[config.mk]
export PLATFORM = sky130hd
export DESIGN_NAME = register_machine_execute_top_flat
export DESIGN_NICKNAME = d
export VERILOG_FILES = /design/src/rtl/rme_pkg.sv /design/src/rtl/rme_if.sv /design/src/rtl/register_machine_execute_top.sv /design/src/rtl/rme_div.sv /design/src/rtl/rme_ctrl.sv /design/src/rtl/rme_datapath.sv /design/src/flat_wrapper.sv
export SDC_FILE = /design/constraint.sdc
export NUM_CORES = 2
export LEC_CHECK = 0
export BUFFER_PORTS_ARGS = -buffer_cell sky130_fd_sc_hd__buf_4
export CAP_MARGIN = 10
export CORE_MARGIN = 2
export CORE_UTILIZATION = 55
export CTS_CLUSTER_DIAMETER = 30
export DETAILED_ROUTE_END_ITERATION = 8
export GPL_TIMING_DRIVEN = 0
export HOLD_SLACK_MARGIN = 0.15
export PLACE_DENSITY_LB_ADDON = 0.2
export SLEW_MARGIN = 20
export SYNTH_ARGS = -nofsm -noshare
export SYNTH_HDL_FRONTEND = slang
export SYNTH_SLANG_ARGS = --single-unit
[constraint.sdc]
create_clock -name clk -period 9.4 [get_ports clk]
set_clock_uncertainty 0.1 [all_clocks]
set_input_delay 0.94 -clock clk [delete_from_list [all_inputs] [get_ports clk]]
set_output_delay 0.94 -clock clk [all_outputs]
set_load 0.02 [all_outputs]
[src/rtl/rme_pkg.sv]
// Shared types and constants of the register machine execute block.
// Used by the controller, the divider, the datapath and the top level.
package rme_pkg;

  localparam logic [3:0] OP_ADD   = 4'd1;
  localparam logic [3:0] OP_MUL   = 4'd2;
  localparam logic [3:0] OP_SUB   = 4'd3;
  localparam logic [3:0] OP_DIV   = 4'd4;
  localparam logic [3:0] OP_MOV   = 4'd5;
  localparam logic [3:0] OP_LDI   = 4'd6;
  localparam logic [3:0] OP_JMP   = 4'd7;
  localparam logic [3:0] OP_JZ    = 4'd8;
  localparam logic [3:0] OP_LT    = 4'd9;
  localparam logic [3:0] OP_GT    = 4'd10;
  localparam logic [3:0] OP_EQ    = 4'd11;
  localparam logic [3:0] OP_PRINT = 4'd12;
  localparam logic [3:0] OP_LOAD  = 4'd13;
  localparam logic [3:0] OP_STORE = 4'd14;

  localparam int DIV_STEPS = 32;

  typedef struct packed {
    logic [3:0]         operation;
    logic [3:0]         dest_reg;
    logic [3:0]         src_reg_a;
    logic [3:0]         src_reg_b;
    logic signed [31:0] immediate;
    logic [4:0]         mem_addr;
    logic [15:0]        jump_target;
    logic [15:0]        line_number;
  } rme_instr_t;

  typedef struct packed {
    logic clear;
    logic capture;
    logic div_start;
    logic retire;
  } rme_cmd_t;

  typedef struct packed {
    logic clear_last;
    logic is_div;
    logic div_done;
    logic out_free;
  } rme_status_t;

endpackage

[src/rtl/rme_if.sv]
// Handshake channels of the register machine execute block.
// Input channel carries one decoded instruction, output channel one result.
interface rme_in_if;
  logic               valid;
  logic               ready;
  logic [3:0]         operation;
  logic [3:0]         dest_reg;
  logic [3:0]         src_reg_a;
  logic [3:0]         src_reg_b;
  logic signed [31:0] immediate;
  logic [4:0]         mem_addr;
  logic [15:0]        jump_target;
  logic [15:0]        line_number;

  modport source (
    output valid, operation, dest_reg, src_reg_a, src_reg_b, immediate, mem_addr,
           jump_target, line_number,
    input  ready
  );
  modport sink (
    input  valid, operation, dest_reg, src_reg_a, src_reg_b, immediate, mem_addr,
           jump_target, line_number,
    output ready
  );
endinterface

interface rme_out_if;
  logic               valid;
  logic               ready;
  logic [15:0]        next_line;
  logic               goes_back;
  logic               printed;
  logic signed [31:0] print_value;

  modport source (
    output valid, next_line, goes_back, printed, print_value,
    input  ready
  );
  modport sink (
    input  valid, next_line, goes_back, printed, print_value,
    output ready
  );
endinterface

[src/rtl/register_machine_execute_top.sv]
// Top level of the register machine execute block.
// Depends on rme_pkg, rme_if, rme_ctrl and rme_datapath.
//
// Executes one decoded instruction per input transaction and returns one result
// transaction with the next line, a backward flag and any printed value. After
// reset the block sweeps its register file and data memory to zero over indices
// 0 to max(NUM_REGS, MEM_WORDS) - 1 with in_chan.ready low. One instruction is in
// work at a time: most operations pass through capture with register read, then
// execute and write back; a signed divide also runs the bit-serial divider, which
// retires one quotient bit per cycle. A finished result waits in the output
// register while the next instruction is taken.
module register_machine_execute_top #(
  parameter int NUM_REGS  = 16,
  parameter int MEM_WORDS = 32
) (
  input  logic       clk,
  input  logic       rst_n,
  rme_in_if.sink     in_chan,
  rme_out_if.source  out_chan
);

  rme_pkg::rme_instr_t  instr;
  rme_pkg::rme_cmd_t    cmd;
  rme_pkg::rme_status_t status;

  assign instr.operation   = in_chan.operation;
  assign instr.dest_reg    = in_chan.dest_reg;
  assign instr.src_reg_a   = in_chan.src_reg_a;
  assign instr.src_reg_b   = in_chan.src_reg_b;
  assign instr.immediate   = in_chan.immediate;
  assign instr.mem_addr    = in_chan.mem_addr;
  assign instr.jump_target = in_chan.jump_target;
  assign instr.line_number = in_chan.line_number;

  rme_ctrl u_ctrl (
    .clk      (clk),
    .rst_n    (rst_n),
    .in_valid (in_chan.valid),
    .in_ready (in_chan.ready),
    .status   (status),
    .cmd      (cmd)
  );

  rme_datapath #(
    .NUM_REGS  (NUM_REGS),
    .MEM_WORDS (MEM_WORDS)
  ) u_datapath (
    .clk      (clk),
    .rst_n    (rst_n),
    .instr    (instr),
    .cmd      (cmd),
    .status   (status),
    .out_chan (out_chan)
  );

endmodule

[src/rtl/rme_div.sv]
// Bit-serial signed 32-bit divider, one quotient bit per cycle.
// Depends on rme_pkg for the step count.
module rme_div (
  input  logic        clk,
  input  logic        rst_n,
  input  logic        start,
  input  logic [31:0] dividend,
  input  logic [31:0] divisor,
  output logic        done,
  output logic [31:0] quotient
);

  logic        busy_r, busy_nxt;
  logic        done_r, done_nxt;
  logic [4:0]  cnt_r, cnt_nxt;
  logic [31:0] rem_r, rem_nxt;
  logic [31:0] quo_r, quo_nxt;
  logic [31:0] dvs_r, dvs_nxt;
  logic        neg_r, neg_nxt;
  logic        zero_r, zero_nxt;
  logic [32:0] shifted;
  logic [32:0] diff;

  assign shifted = {rem_r, quo_r[31]};
  assign diff    = shifted - {1'b0, dvs_r};

  always_comb begin
    busy_nxt = busy_r;
    done_nxt = 1'b0;
    cnt_nxt  = cnt_r;
    rem_nxt  = rem_r;
    quo_nxt  = quo_r;
    dvs_nxt  = dvs_r;
    neg_nxt  = neg_r;
    zero_nxt = zero_r;
    if (start) begin
      busy_nxt = 1'b1;
      cnt_nxt  = '0;
      rem_nxt  = '0;
      quo_nxt  = dividend[31] ? (32'd0 - dividend) : dividend;
      dvs_nxt  = divisor[31] ? (32'd0 - divisor) : divisor;
      neg_nxt  = dividend[31] ^ divisor[31];
      zero_nxt = (divisor == 32'd0);
    end else if (busy_r) begin
      if (!diff[32]) begin
        rem_nxt = diff[31:0];
        quo_nxt = {quo_r[30:0], 1'b1};
      end else begin
        rem_nxt = shifted[31:0];
        quo_nxt = {quo_r[30:0], 1'b0};
      end
      cnt_nxt = cnt_r + 5'd1;
      if (cnt_r == 5'(rme_pkg::DIV_STEPS - 1)) begin
        busy_nxt = 1'b0;
        done_nxt = 1'b1;
      end
    end
  end

  always_ff @(posedge clk) begin
    if (!rst_n) begin
      busy_r <= 1'b0;
      done_r <= 1'b0;
      cnt_r  <= '0;
    end else begin
      busy_r <= busy_nxt;
      done_r <= done_nxt;
      cnt_r  <= cnt_nxt;
    end
  end

  always_ff @(posedge clk) begin
    rem_r  <= rem_nxt;
    quo_r  <= quo_nxt;
    dvs_r  <= dvs_nxt;
    neg_r  <= neg_nxt;
    zero_r <= zero_nxt;
  end

  assign done     = done_r;
  assign quotient = zero_r ? 32'd0 : (neg_r ? (32'd0 - quo_r) : quo_r);

endmodule

[src/rtl/rme_ctrl.sv]
// Controller state machine of the register machine execute block.
// Depends on rme_pkg for the command and status structs.
module rme_ctrl (
  input  logic                 clk,
  input  logic                 rst_n,
  input  logic                 in_valid,
  output logic                 in_ready,
  input  rme_pkg::rme_status_t status,
  output rme_pkg::rme_cmd_t    cmd
);

  typedef enum logic [4:0] {
    ST_CLEAR = 5'b00001,
    ST_IDLE  = 5'b00010,
    ST_EXEC  = 5'b00100,
    ST_DIV   = 5'b01000,
    ST_DONE  = 5'b10000
  } state_t;

  state_t state_r, state_nxt;

  always_comb begin
    state_nxt = state_r;
    cmd       = '0;
    in_ready  = 1'b0;
    case (state_r)
      ST_CLEAR: begin
        cmd.clear = 1'b1;
        if (status.clear_last) state_nxt = ST_IDLE;
      end
      ST_IDLE: begin
        in_ready = 1'b1;
        if (in_valid) begin
          cmd.capture = 1'b1;
          state_nxt   = ST_EXEC;
        end
      end
      ST_EXEC: begin
        if (status.is_div) begin
          cmd.div_start = 1'b1;
          state_nxt     = ST_DIV;
        end else if (status.out_free) begin
          cmd.retire = 1'b1;
          state_nxt  = ST_IDLE;
        end
      end
      ST_DIV: begin
        if (status.div_done) state_nxt = ST_DONE;
      end
      ST_DONE: begin
        if (status.out_free) begin
          cmd.retire = 1'b1;
          state_nxt  = ST_IDLE;
        end
      end
      default: state_nxt = ST_CLEAR;
    endcase
  end

  always_ff @(posedge clk) begin
    if (!rst_n) begin
      state_r <= ST_CLEAR;
    end else begin
      state_r <= state_nxt;
    end
  end

endmodule

[src/rtl/rme_datapath.sv]
// Datapath: register file, data memory, ALU, divider and result register.
// Depends on rme_pkg, rme_out_if and rme_div.
module rme_datapath #(
  parameter int NUM_REGS  = 16,
  parameter int MEM_WORDS = 32
) (
  input  logic                 clk,
  input  logic                 rst_n,
  input  rme_pkg::rme_instr_t  instr,
  input  rme_pkg::rme_cmd_t    cmd,
  output rme_pkg::rme_status_t status,
  rme_out_if.source            out_chan
);

  localparam int REG_AW = $clog2(NUM_REGS);
  localparam int MEM_AW = $clog2(MEM_WORDS);
  localparam int CLR_N  = (NUM_REGS > MEM_WORDS) ? NUM_REGS : MEM_WORDS;
  localparam int CLR_W  = $clog2(CLR_N);

  logic [31:0] rf  [NUM_REGS];
  logic [31:0] mem [MEM_WORDS];

  logic [CLR_W-1:0]  clr_idx_r;
  logic              clr_reg_ok;
  logic              clr_mem_ok;

  logic [REG_AW-1:0] ra_idx, rb_idx, rd_idx;
  logic [MEM_AW-1:0] addr_idx;

  logic [3:0]        op_r;
  logic [REG_AW-1:0] rd_idx_r;
  logic              rd_ok_r, ra_ok_r, rb_ok_r;
  logic [MEM_AW-1:0] addr_idx_r;
  logic              addr_ok_r;
  logic [31:0]       imm_r;
  logic [15:0]       target_r;
  logic [15:0]       line_r;
  logic [31:0]       rda_r, rdb_r, mrd_r;

  logic [31:0] opa, opb;
  logic [31:0] alu_res;
  logic        alu_we;
  logic [31:0] wdata;
  logic [31:0] div_q;
  logic        div_done;
  logic [15:0] next_line;

  logic        out_valid_r, out_valid_nxt;
  logic [15:0] out_next_r;
  logic        out_back_r;
  logic        out_printed_r;
  logic [31:0] out_pval_r;

  assign ra_idx   = REG_AW'(instr.src_reg_a);
  assign rb_idx   = REG_AW'(instr.src_reg_b);
  assign rd_idx   = REG_AW'(instr.dest_reg);
  assign addr_idx = MEM_AW'(instr.mem_addr);

  assign clr_reg_ok = ({1'b0, clr_idx_r} < (CLR_W + 1)'(NUM_REGS));
  assign clr_mem_ok = ({1'b0, clr_idx_r} < (CLR_W + 1)'(MEM_WORDS));

  always_ff @(posedge clk) begin
    if (!rst_n) begin
      clr_idx_r <= '0;
    end else if (cmd.clear && !status.clear_last) begin
      clr_idx_r <= clr_idx_r + CLR_W'(1);
    end
  end

  always_ff @(posedge clk) begin
    if (cmd.capture) begin
      op_r       <= instr.operation;
      rd_idx_r   <= rd_idx;
      rd_ok_r    <= (int'(instr.dest_reg) < NUM_REGS);
      ra_ok_r    <= (int'(instr.src_reg_a) < NUM_REGS);
      rb_ok_r    <= (int'(instr.src_reg_b) < NUM_REGS);
      addr_idx_r <= addr_idx;
      addr_ok_r  <= (int'(instr.mem_addr) < MEM_WORDS);
      imm_r      <= instr.immediate;
      target_r   <= instr.jump_target;
      line_r     <= instr.line_number;
    end
  end

  always_ff @(posedge clk) begin
    if (cmd.clear && clr_reg_ok) begin
      rf[clr_idx_r[REG_AW-1:0]] <= '0;
    end else if (cmd.retire && alu_we && rd_ok_r) begin
      rf[rd_idx_r] <= wdata;
    end
    if (cmd.capture) begin
      rda_r <= rf[ra_idx];
      rdb_r <= rf[rb_idx];
    end
  end

  always_ff @(posedge clk) begin
    if (cmd.clear && clr_mem_ok) begin
      mem[clr_idx_r[MEM_AW-1:0]] <= '0;
    end else if (cmd.retire && op_r == rme_pkg::OP_STORE && addr_ok_r) begin
      mem[addr_idx_r] <= opa;
    end
    if (cmd.capture) begin
      mrd_r <= mem[addr_idx];
    end
  end

  assign opa = ra_ok_r ? rda_r : 32'd0;
  assign opb = rb_ok_r ? rdb_r : 32'd0;

  rme_div u_div (
    .clk      (clk),
    .rst_n    (rst_n),
    .start    (cmd.div_start),
    .dividend (opa),
    .divisor  (opb),
    .done     (div_done),
    .quotient (div_q)
  );

  always_comb begin
    alu_res = '0;
    alu_we  = 1'b0;
    case (op_r)
      rme_pkg::OP_ADD: begin alu_res = opa + opb; alu_we = 1'b1; end
      rme_pkg::OP_MUL: begin alu_res = opa * opb; alu_we = 1'b1; end
      rme_pkg::OP_SUB: begin alu_res = opa - opb; alu_we = 1'b1; end
      rme_pkg::OP_DIV: begin alu_res = div_q; alu_we = 1'b1; end
      rme_pkg::OP_MOV: begin alu_res = opa; alu_we = 1'b1; end
      rme_pkg::OP_LDI: begin alu_res = imm_r; alu_we = 1'b1; end
      rme_pkg::OP_LT: begin
        alu_res = {31'd0, $signed(opa) < $signed(opb)};
        alu_we  = 1'b1;
      end
      rme_pkg::OP_GT: begin
        alu_res = {31'd0, $signed(opa) > $signed(opb)};
        alu_we  = 1'b1;
      end
      rme_pkg::OP_EQ: begin alu_res = {31'd0, opa == opb}; alu_we = 1'b1; end
      rme_pkg::OP_LOAD: begin
        alu_res = addr_ok_r ? mrd_r : 32'd0;
        alu_we  = 1'b1;
      end
      default: begin
        alu_res = '0;
        alu_we  = 1'b0;
      end
    endcase
  end

  assign wdata = alu_res;

  always_comb begin
    next_line = line_r + 16'd1;
    if (op_r == rme_pkg::OP_JMP || (op_r == rme_pkg::OP_JZ && opa == 32'd0)) begin
      next_line = target_r;
    end
  end

  always_comb begin
    out_valid_nxt = out_valid_r;
    if (out_valid_r && out_chan.ready) out_valid_nxt = 1'b0;
    if (cmd.retire) out_valid_nxt = 1'b1;
  end

  always_ff @(posedge clk) begin
    if (!rst_n) begin
      out_valid_r <= 1'b0;
    end else begin
      out_valid_r <= out_valid_nxt;
    end
  end

  always_ff @(posedge clk) begin
    if (cmd.retire) begin
      out_next_r    <= next_line;
      out_back_r    <= (next_line <= line_r);
      out_printed_r <= (op_r == rme_pkg::OP_PRINT);
      out_pval_r    <= (op_r == rme_pkg::OP_PRINT) ? opa : 32'd0;
    end
  end

  assign out_chan.valid       = out_valid_r;
  assign out_chan.next_line   = out_next_r;
  assign out_chan.goes_back   = out_back_r;
  assign out_chan.printed     = out_printed_r;
  assign out_chan.print_value = out_pval_r;

  assign status.clear_last = (clr_idx_r == CLR_W'(CLR_N - 1));
  assign status.is_div     = (op_r == rme_pkg::OP_DIV);
  assign status.div_done   = div_done;
  assign status.out_free   = !out_valid_r || out_chan.ready;

endmodule

[src/flat_wrapper.sv]
// flat-port wrapper written by rule: the top's interface ports become plain ports
module register_machine_execute_top_flat 
#(
  parameter int NUM_REGS  = 16,
  parameter int MEM_WORDS = 32
)
  (clk, rst_n, in_chan_valid, in_chan_operation, in_chan_dest_reg, in_chan_src_reg_a, in_chan_src_reg_b, in_chan_immediate, in_chan_mem_addr, in_chan_jump_target, in_chan_line_number, in_chan_ready, out_chan_valid, out_chan_next_line, out_chan_goes_back, out_chan_printed, out_chan_print_value, out_chan_ready);
  rme_in_if in_chan_i ();
  rme_out_if out_chan_i ();
  input  logic clk;
  input  logic rst_n;
  input wire logic [$bits(in_chan_i.valid)-1:0] in_chan_valid;
  input wire logic [$bits(in_chan_i.operation)-1:0] in_chan_operation;
  input wire logic [$bits(in_chan_i.dest_reg)-1:0] in_chan_dest_reg;
  input wire logic [$bits(in_chan_i.src_reg_a)-1:0] in_chan_src_reg_a;
  input wire logic [$bits(in_chan_i.src_reg_b)-1:0] in_chan_src_reg_b;
  input wire logic [$bits(in_chan_i.immediate)-1:0] in_chan_immediate;
  input wire logic [$bits(in_chan_i.mem_addr)-1:0] in_chan_mem_addr;
  input wire logic [$bits(in_chan_i.jump_target)-1:0] in_chan_jump_target;
  input wire logic [$bits(in_chan_i.line_number)-1:0] in_chan_line_number;
  output wire logic [$bits(in_chan_i.ready)-1:0] in_chan_ready;
  output wire logic [$bits(out_chan_i.valid)-1:0] out_chan_valid;
  output wire logic [$bits(out_chan_i.next_line)-1:0] out_chan_next_line;
  output wire logic [$bits(out_chan_i.goes_back)-1:0] out_chan_goes_back;
  output wire logic [$bits(out_chan_i.printed)-1:0] out_chan_printed;
  output wire logic [$bits(out_chan_i.print_value)-1:0] out_chan_print_value;
  input wire logic [$bits(out_chan_i.ready)-1:0] out_chan_ready;
  assign in_chan_i.valid = in_chan_valid;
  assign in_chan_i.operation = in_chan_operation;
  assign in_chan_i.dest_reg = in_chan_dest_reg;
  assign in_chan_i.src_reg_a = in_chan_src_reg_a;
  assign in_chan_i.src_reg_b = in_chan_src_reg_b;
  assign in_chan_i.immediate = in_chan_immediate;
  assign in_chan_i.mem_addr = in_chan_mem_addr;
  assign in_chan_i.jump_target = in_chan_jump_target;
  assign in_chan_i.line_number = in_chan_line_number;
  assign in_chan_ready = in_chan_i.ready;
  assign out_chan_valid = out_chan_i.valid;
  assign out_chan_next_line = out_chan_i.next_line;
  assign out_chan_goes_back = out_chan_i.goes_back;
  assign out_chan_printed = out_chan_i.printed;
  assign out_chan_print_value = out_chan_i.print_value;
  assign out_chan_i.ready = out_chan_ready;
  register_machine_execute_top #(.NUM_REGS(NUM_REGS), .MEM_WORDS(MEM_WORDS)) u_core (.clk(clk), .rst_n(rst_n), .in_chan(in_chan_i), .out_chan(out_chan_i));
endmodule
### Word-level counts from Yosys, hierarchy flattened

Memory sizes are Yosys's and may differ from the RTL's. A register that Yosys moved wholly into a read port is not among the register bits.
Index checks and enable logic that the tools add are counted.
Widths: inputs -> output; s select.

| word-level totals | value |
|---|---|
| register bits after elaboration | 243 |
| bits in writable memories | 1536 |
| input bits | 89 |
| output and inout port bits | 52 |
| word-level logic and storage cells | 134 |
| memories kept | 2 |

Memory list:

| name | words | width | read ports | clocked after Yosys merged registers in | wr ports | line | source |
|---|---|---|---|---|---|---|---|
| u_core.u_datapath.mem | 32 | 32 | 1 | 1 | 1 | rme_datapath.sv:21 | `logic [31:0] mem [MEM_WORDS];` |
| u_core.u_datapath.rf | 16 | 32 | 2 | 2 | 1 | rme_datapath.sv:20 | `logic [31:0] rf [NUM_REGS];` |

| cells by class | value |
|---|---|
| add/sub/neg operators | 9 |
| multipliers | 1 |
| order comparisons | 4 |
| eq/ne operators | 25 |
| mux-type cells | 48 |
| bitwise gates (word level) | 3 |
| reductions and logical operators | 20 |

Operators with widths:

| kind | number |
|---|---|
| $pmux 32 s10 | 1 |
| $mux 32 | 8 |
| $sub 1x32->32 const A | 3 |
| $logic_not 32->1 | 2 |
| $reduce_or 32->1 | 2 |
| $sub 33x32->33 | 1 |
| $add 32x32->32 | 1 |
| $eq 32x32->1 | 1 |
| $gt 32x32->1 | 1 |
| $lt 32x32->1 | 1 |
| $mul 32x32->32 | 1 |
| $sub 32x32->32 | 1 |
| $mux 31 | 1 |
| $mux 5 | 6 |
| $eq 4x4->1 const B | 7 |
| $mux 1 | 28 |
| $pmux 5 s5 | 1 |
| $add 16x1->16 const B | 1 |
| $eq 4x3->1 const B | 4 |
| $le 16x16->1 | 1 |
| $mux 16 | 1 |
| $eq 5x5->1 const B | 3 |
| $add 5x1->5 const B | 2 |
| $reduce_or 10->1 | 1 |
| 19 further kinds | 31 |

### Depth between registers and ports, before layout

| depth | value |
|---|---|
| word-level depth | 11 |
| depth in mapped cells | 28 |
| mapped depth without buffers | 26 |

### By module

A second synthesis with hierarchy kept.

| second synthesis, totals | value |
|---|---|
| cell total of the unflattened synthesis | 6343 |
| area, all modules | 98982.4 um^2 |

By module, submodules not included:

| module | times used | cells each | area each (um^2) | seq. area each (um^2) |
|---|---|---|---|---|
| rme_datapath | 1 | 5383 | 90760.8 | 52940.8 |
| rme_div | 1 | 914 | 7841.3 | 2762.6 |
| rme_ctrl | 1 | 46 | 380.4 | 100.1 |

### Worst setup path after synthesis

No wires, ideal clock.

| timing | value |
|---|---|
| kind | reg2reg |
| start | register u_core.u_datapath.rdb_r[2], read port of u_core.u_datapath.rf |
| end | memory u_core.u_datapath.rf[0][30] (data pin) |
| arrival time | 7.034 ns |
| data required time | 9.006 ns |
| setup slack | 1.971 ns |
| cell stages (with the launch flop) | 25 |
| clock period less this slack | 7.429 ns |
| cell sequence | edfxtp_1 clkbuf_1 clkbuf_1 and2_1 fa_1 inv_1 fa_1 fa_1 fa_1 inv_1 fa_1 inv_1 fa_1 inv_1 fa_1 fa_1 ha_1 a21oi_1 o22ai_1 o31a_1 a41oi_1 o21bai_1 a21oi_1 xor2_1 o22ai_1 |

| on the way | value |
|---|---|
| cells in the longest elaborated chain, start to end | 3 |

Ends and longest elaborated chain:

| what | line | source |
|---|---|---|
| start, declared | rme_datapath.sv:38 | `logic [31:0] rda_r, rdb_r, mrd_r;` |
| $mul 32x32->32, or another cell as far along | rme_datapath.sv:126 | `rme_pkg::OP_MUL: begin alu_res = opa * opb; alu_we = 1'b1; end` |
| $pmux 32 s10 (*) | rme_datapath.sv:124 | `case (op_r)` |
| $mux 32 (no source line) (*) | - |  |
| end, declared | rme_datapath.sv:20 |  |

Every way passes the cells marked *; elsewhere a longest branch is shown, timed or not.

### Worst setup path in the final report

| timing | value |
|---|---|
| start | register u_core.u_datapath.rda_r[16], read port of u_core.u_datapath.rf |
| end | memory u_core.u_datapath.rf[14][29] (data pin) |

| on the way | value |
|---|---|
| cells in the longest elaborated chain, start to end | 3 |

Ends and longest elaborated chain:

| what | line |
|---|---|
| start, declared | rme_datapath.sv:38 |
| $mul 32x32->32, or another cell as far along | rme_datapath.sv:126 |
| $pmux 32 s10 (*) | rme_datapath.sv:124 |
| $mux 32 (no source line) (*) | - |

Marks and branches as above.

==> run summary <==
initial antenna violation count - 22
GPL Wtd Cong - 1.03
Max transition margin - 0.134
Cells after Synth - 6227
DIE AREA - 182000 um2
Max VDD drop - 170 uV
die width - 426 um
slowest CP cell - edfxtp_1
measured slew at the worst slew-check pin - 1.30 ns
synth warn - 0
Area contributors post-synth - edfxtp_1 56%, mux4_2 15%, fa_1 8.4%
min-delay worst type - primary input to register
largest net degree at the start of global routing - 59
clock network fraction of design power - 0.539
Max Slew Vio Count - 0
WHS - 0.199 ns
post-synthesis async set-or-reset flop share - 0
EDFF count, synth - 1825
sequential share of power - 0.390
Synth area leader - edfxtp_1
synthesized flop and latch total - 1875
grt total ovfl - 0
I/O pins - 141
nets - 7673
gr usage total - 0.381
Setup violations, final - 0
Seq. cell area - 55800 um2
# fillers - 11773
core area - 176000 um2
crit path DAT - 9.87 ns
Post-DRT Antenna Nets - 0
Final Cycle Share - 0.988
Avg Synthesized Cell Area - 15.7 um2
hpwl dp - 233 mm
clock latency on the worst-skew pair - 0.99 ns
crit end category - register
Setup CP Type - register to register
first-pass GRT wire length - 482 mm
P_leak - 41.6 nW
Buffers on Ports - 134
Int Pwr - 0.0191 W
layout cell share with drive strength beyond 1 - 0.245
Crit path largest cell delay - 0.68 ns
vias in the first global route - 65220
worst-path cell chain - clkbuf_2, clkbuf_2, and2_1, fa_1, fa_1, fa_1, inv_1, fa_1, inv_1, fa_1, fa_1, fa_1, fa_1, ha_1, and2_1, and2_1, nand4_1, o211ai_1, a41oi_1, nor2b_1, xnor2_1, nand2_1, a21oi_4
clock root buffer - clkbuf_16
Die Y - 426 um
CP most frequent cell - fa_1
TritonRoute pass-1 iters - 6
DR vias - 64304
max-cap violation count - 0
post-synth top area share - 0.559
Core Rows - 154
Syn-to-layout area delta - 21.0%
Synth cell types - 80
TritonCTS Buffers - 374
Final min period - 9.29 ns
CP delay by family, top - adder cells
Initial Utilization - 0.555
Synthesized Nets - 6969
DRC - 0
initial DRC count - 9322
Clock Path Buffers - 4
Seq/Total Area, Yosys - 0.570
CP max FO - 16
Crit path buffers/inverters - 4
Setup TNS - 0 ns
Psw - 0.00573 W
Top FF cell, synth - edfxtp_1
Comb power frac - 0.071
multi-input logic area - 39400 um2
Sw Ratio - 0.230
Worst setup SP type - register
WL/cell - 35.8 um
Max Freq - 108 MHz
Routed Wire Length - 342 mm
Vias per Instance - 6.72
pwr dens - 210 nW/um2
Clk pin slew, worst setup/hold paths - 0.05 ns
total clock sinks - 1875
Hold Vio Cnt, Final - 0
CP required - 9.98 ns
CTS tree - built
H-tree depth - 5
status - complete, no violations
synthesized area - 98000 um2
[registers in the layout, indices dropped and copies added, names as in the netlist, 4 cells and up]
register / flops
u_core.u_datapath.u_div.quo_r: 32
u_core.u_datapath.u_div.rem_r: 32
u_core.u_datapath.line_r: 16
u_core.u_ctrl.state_r: 5
u_core.u_datapath.rf: 512
u_core.u_datapath.out_chan.print_value: 32
u_core.u_datapath.out_chan.next_line: 16
u_core.u_datapath.addr_idx_r: 5
u_core.u_datapath.clr_idx_r: 5
u_core.u_datapath.mrd_r: 32
u_core.u_datapath.target_r: 16
u_core.u_datapath.rd_idx_r: 4
u_core.u_datapath.imm_r: 32
u_core.u_datapath.rda_r: 32
u_core.u_datapath.rdb_r: 32
u_core.u_datapath.mem: 1024
u_core.u_datapath.u_div.cnt_r: 5
u_core.u_datapath.u_div.dvs_r: 32
u_core.u_datapath.op_r: 4
[what timing repair did]
action | 4_1_cts | 5_1_grt
hold buffers | 78 | 0
buffers inserted | 0 | 8
setup endpoints to repair | 235 | 185
endpoints found under the hold margin | 79 | 0
resized for setup | 33 | 62
pin swaps | 0 | 1
[cell type report]
cell class,count,share of cell area
antenna,7,0.000148
buffer,362,0.0130
clock buffer,419,0.0813
clock inverter,249,0.0248
inverter,507,0.0160
multi-input combinational,3483,0.333
sequential,1875,0.471
tap,2340,0.0247
timing repair buffer,328,0.0367
[logic make-up after synthesis]
family / share of synthesized area
multiplexers: 0.154
XOR/XNOR: 0.0215
adder cells (fa/ha/maj): 0.115
AND/OR/NAND/NOR: 0.0615
AO/OA/AOI/OAI: 0.0450
flip-flops: 0.570
buffers and inverters: 0.0338
[layout by cell type, fill, tap and decap left out, types with 30 or more instances in the layout]
master and n:
edfxtp_1 1825, mux4_2 640, inv_1 506, fa_1 411, nand2_1 385, clkbuf_16 378, and2_1 305, clkbuf_1 247
ha_1 242, o21ai_0 180, nor2_1 176, xnor2_1 153, buf_4 148, a21oi_1 148, clkbuf_2 86, xor2_1 86
dlygate4sd3_1 78, buf_16 67, clkinv_2 57, nor3_1 56, bufinv_16 56, dfxtp_1 50, nor2_4 49, a21o_1 44
clkinv_1 41, clkinvlp_4 40, mux2_2 39, nand3_1 38, o31ai_1 36, buf_1 32, inv_6 31, o21a_1 30
[routing by layer]
metal / share of wire / up-vias / track usage
met5: 0.00073 / - / 0.00503
met2: 0.45 / 5119 / 0.574
met4: 0.066 / 24 / 0.214
met3: 0.12 / 1069 / 0.0951
li1: - / 25068 / -
met1: 0.36 / 33024 / 0.511
[stage by stage]
stage,std cells,setup WS (ns),power (W),instance area [um2],utilization
after floorplan,6227,1.97,0.0107,98000,-
after global placement,8701,-2.78,0.0113,102000,0.577
after detailed placement,8806,-0.815,0.0115,105000,0.594
after CTS,9552,0.00303,0.0248,118000,0.670
after global routing,9564,-0.00600,0.0253,119000,0.672
final,9570,0.109,0.0248,119000,0.672
[worst reg2reg max path: cells and delay by family (launching register included)]
family                   cells  cell delay (ns)
AND/OR/NAND/NOR              6             1.32
buffers and inverters        4             1.05
AO/OA/AOI/OAI                3             1.10
flip-flops                   1             0.68
adder cells (fa/ha/maj)      9             4.24
XOR/XNOR                     1             0.50
[worst paths after layout]
path / start / end / slack, ns / cells past startpoint
worst max register to register: u_core.u_datapath.rda_r[16]$_DFFE_PP_ / u_core.u_datapath.rf[14][29]$_DFFE_PP_ / 0.11 / 23
worst min-delay path: in_chan_mem_addr[1] / u_core.u_datapath.addr_idx_r[1]$_DFFE_PP_ / 0.20 / 1
worst min register to register: u_core.u_datapath.u_div.rem_r[1]$_SDFFE_PP0P_ / u_core.u_datapath.u_div.rem_r[1]$_SDFFE_PP0P_ / 0.38 / 2
worst max-delay path: u_core.u_datapath.rda_r[16]$_DFFE_PP_ / u_core.u_datapath.rf[14][29]$_DFFE_PP_ / 0.11 / 23
[power by group through the flow]
stage	clock network [W]	registers (W)	logic, W
3_3_place_gp	0	0.00980	0.00145
2_1_floorplan	0	0.00975	0.000899
5_1_grt	0.0138	0.00969	0.00182
3_5_place_dp	0	0.00979	0.00168
6_report	0.0134	0.00968	0.00178
4_1_cts	0.0134	0.00967	0.00174
[synthesized netlist by cell type (all sizes together) (23+ instances only)]
library cell  instances
edfxtp             1825
mux4                640
inv                 507
fa                  411
nand2               386
and2                330
clkbuf              286
ha                  242
nor2                230
o21ai               187
a21oi               154
xnor2               153
xor2                 88
buf                  75
nor3                 57
dfxtp                50
a21o                 44
o31ai                40
mux2                 39
nand3                38
o21a                 30
a222oi               28
nand4                27
nand2b               26
nor2b                24
o211ai               24
a31oi                23
or3                  23
No activity file was read; power rests on OpenSTA's default activity.
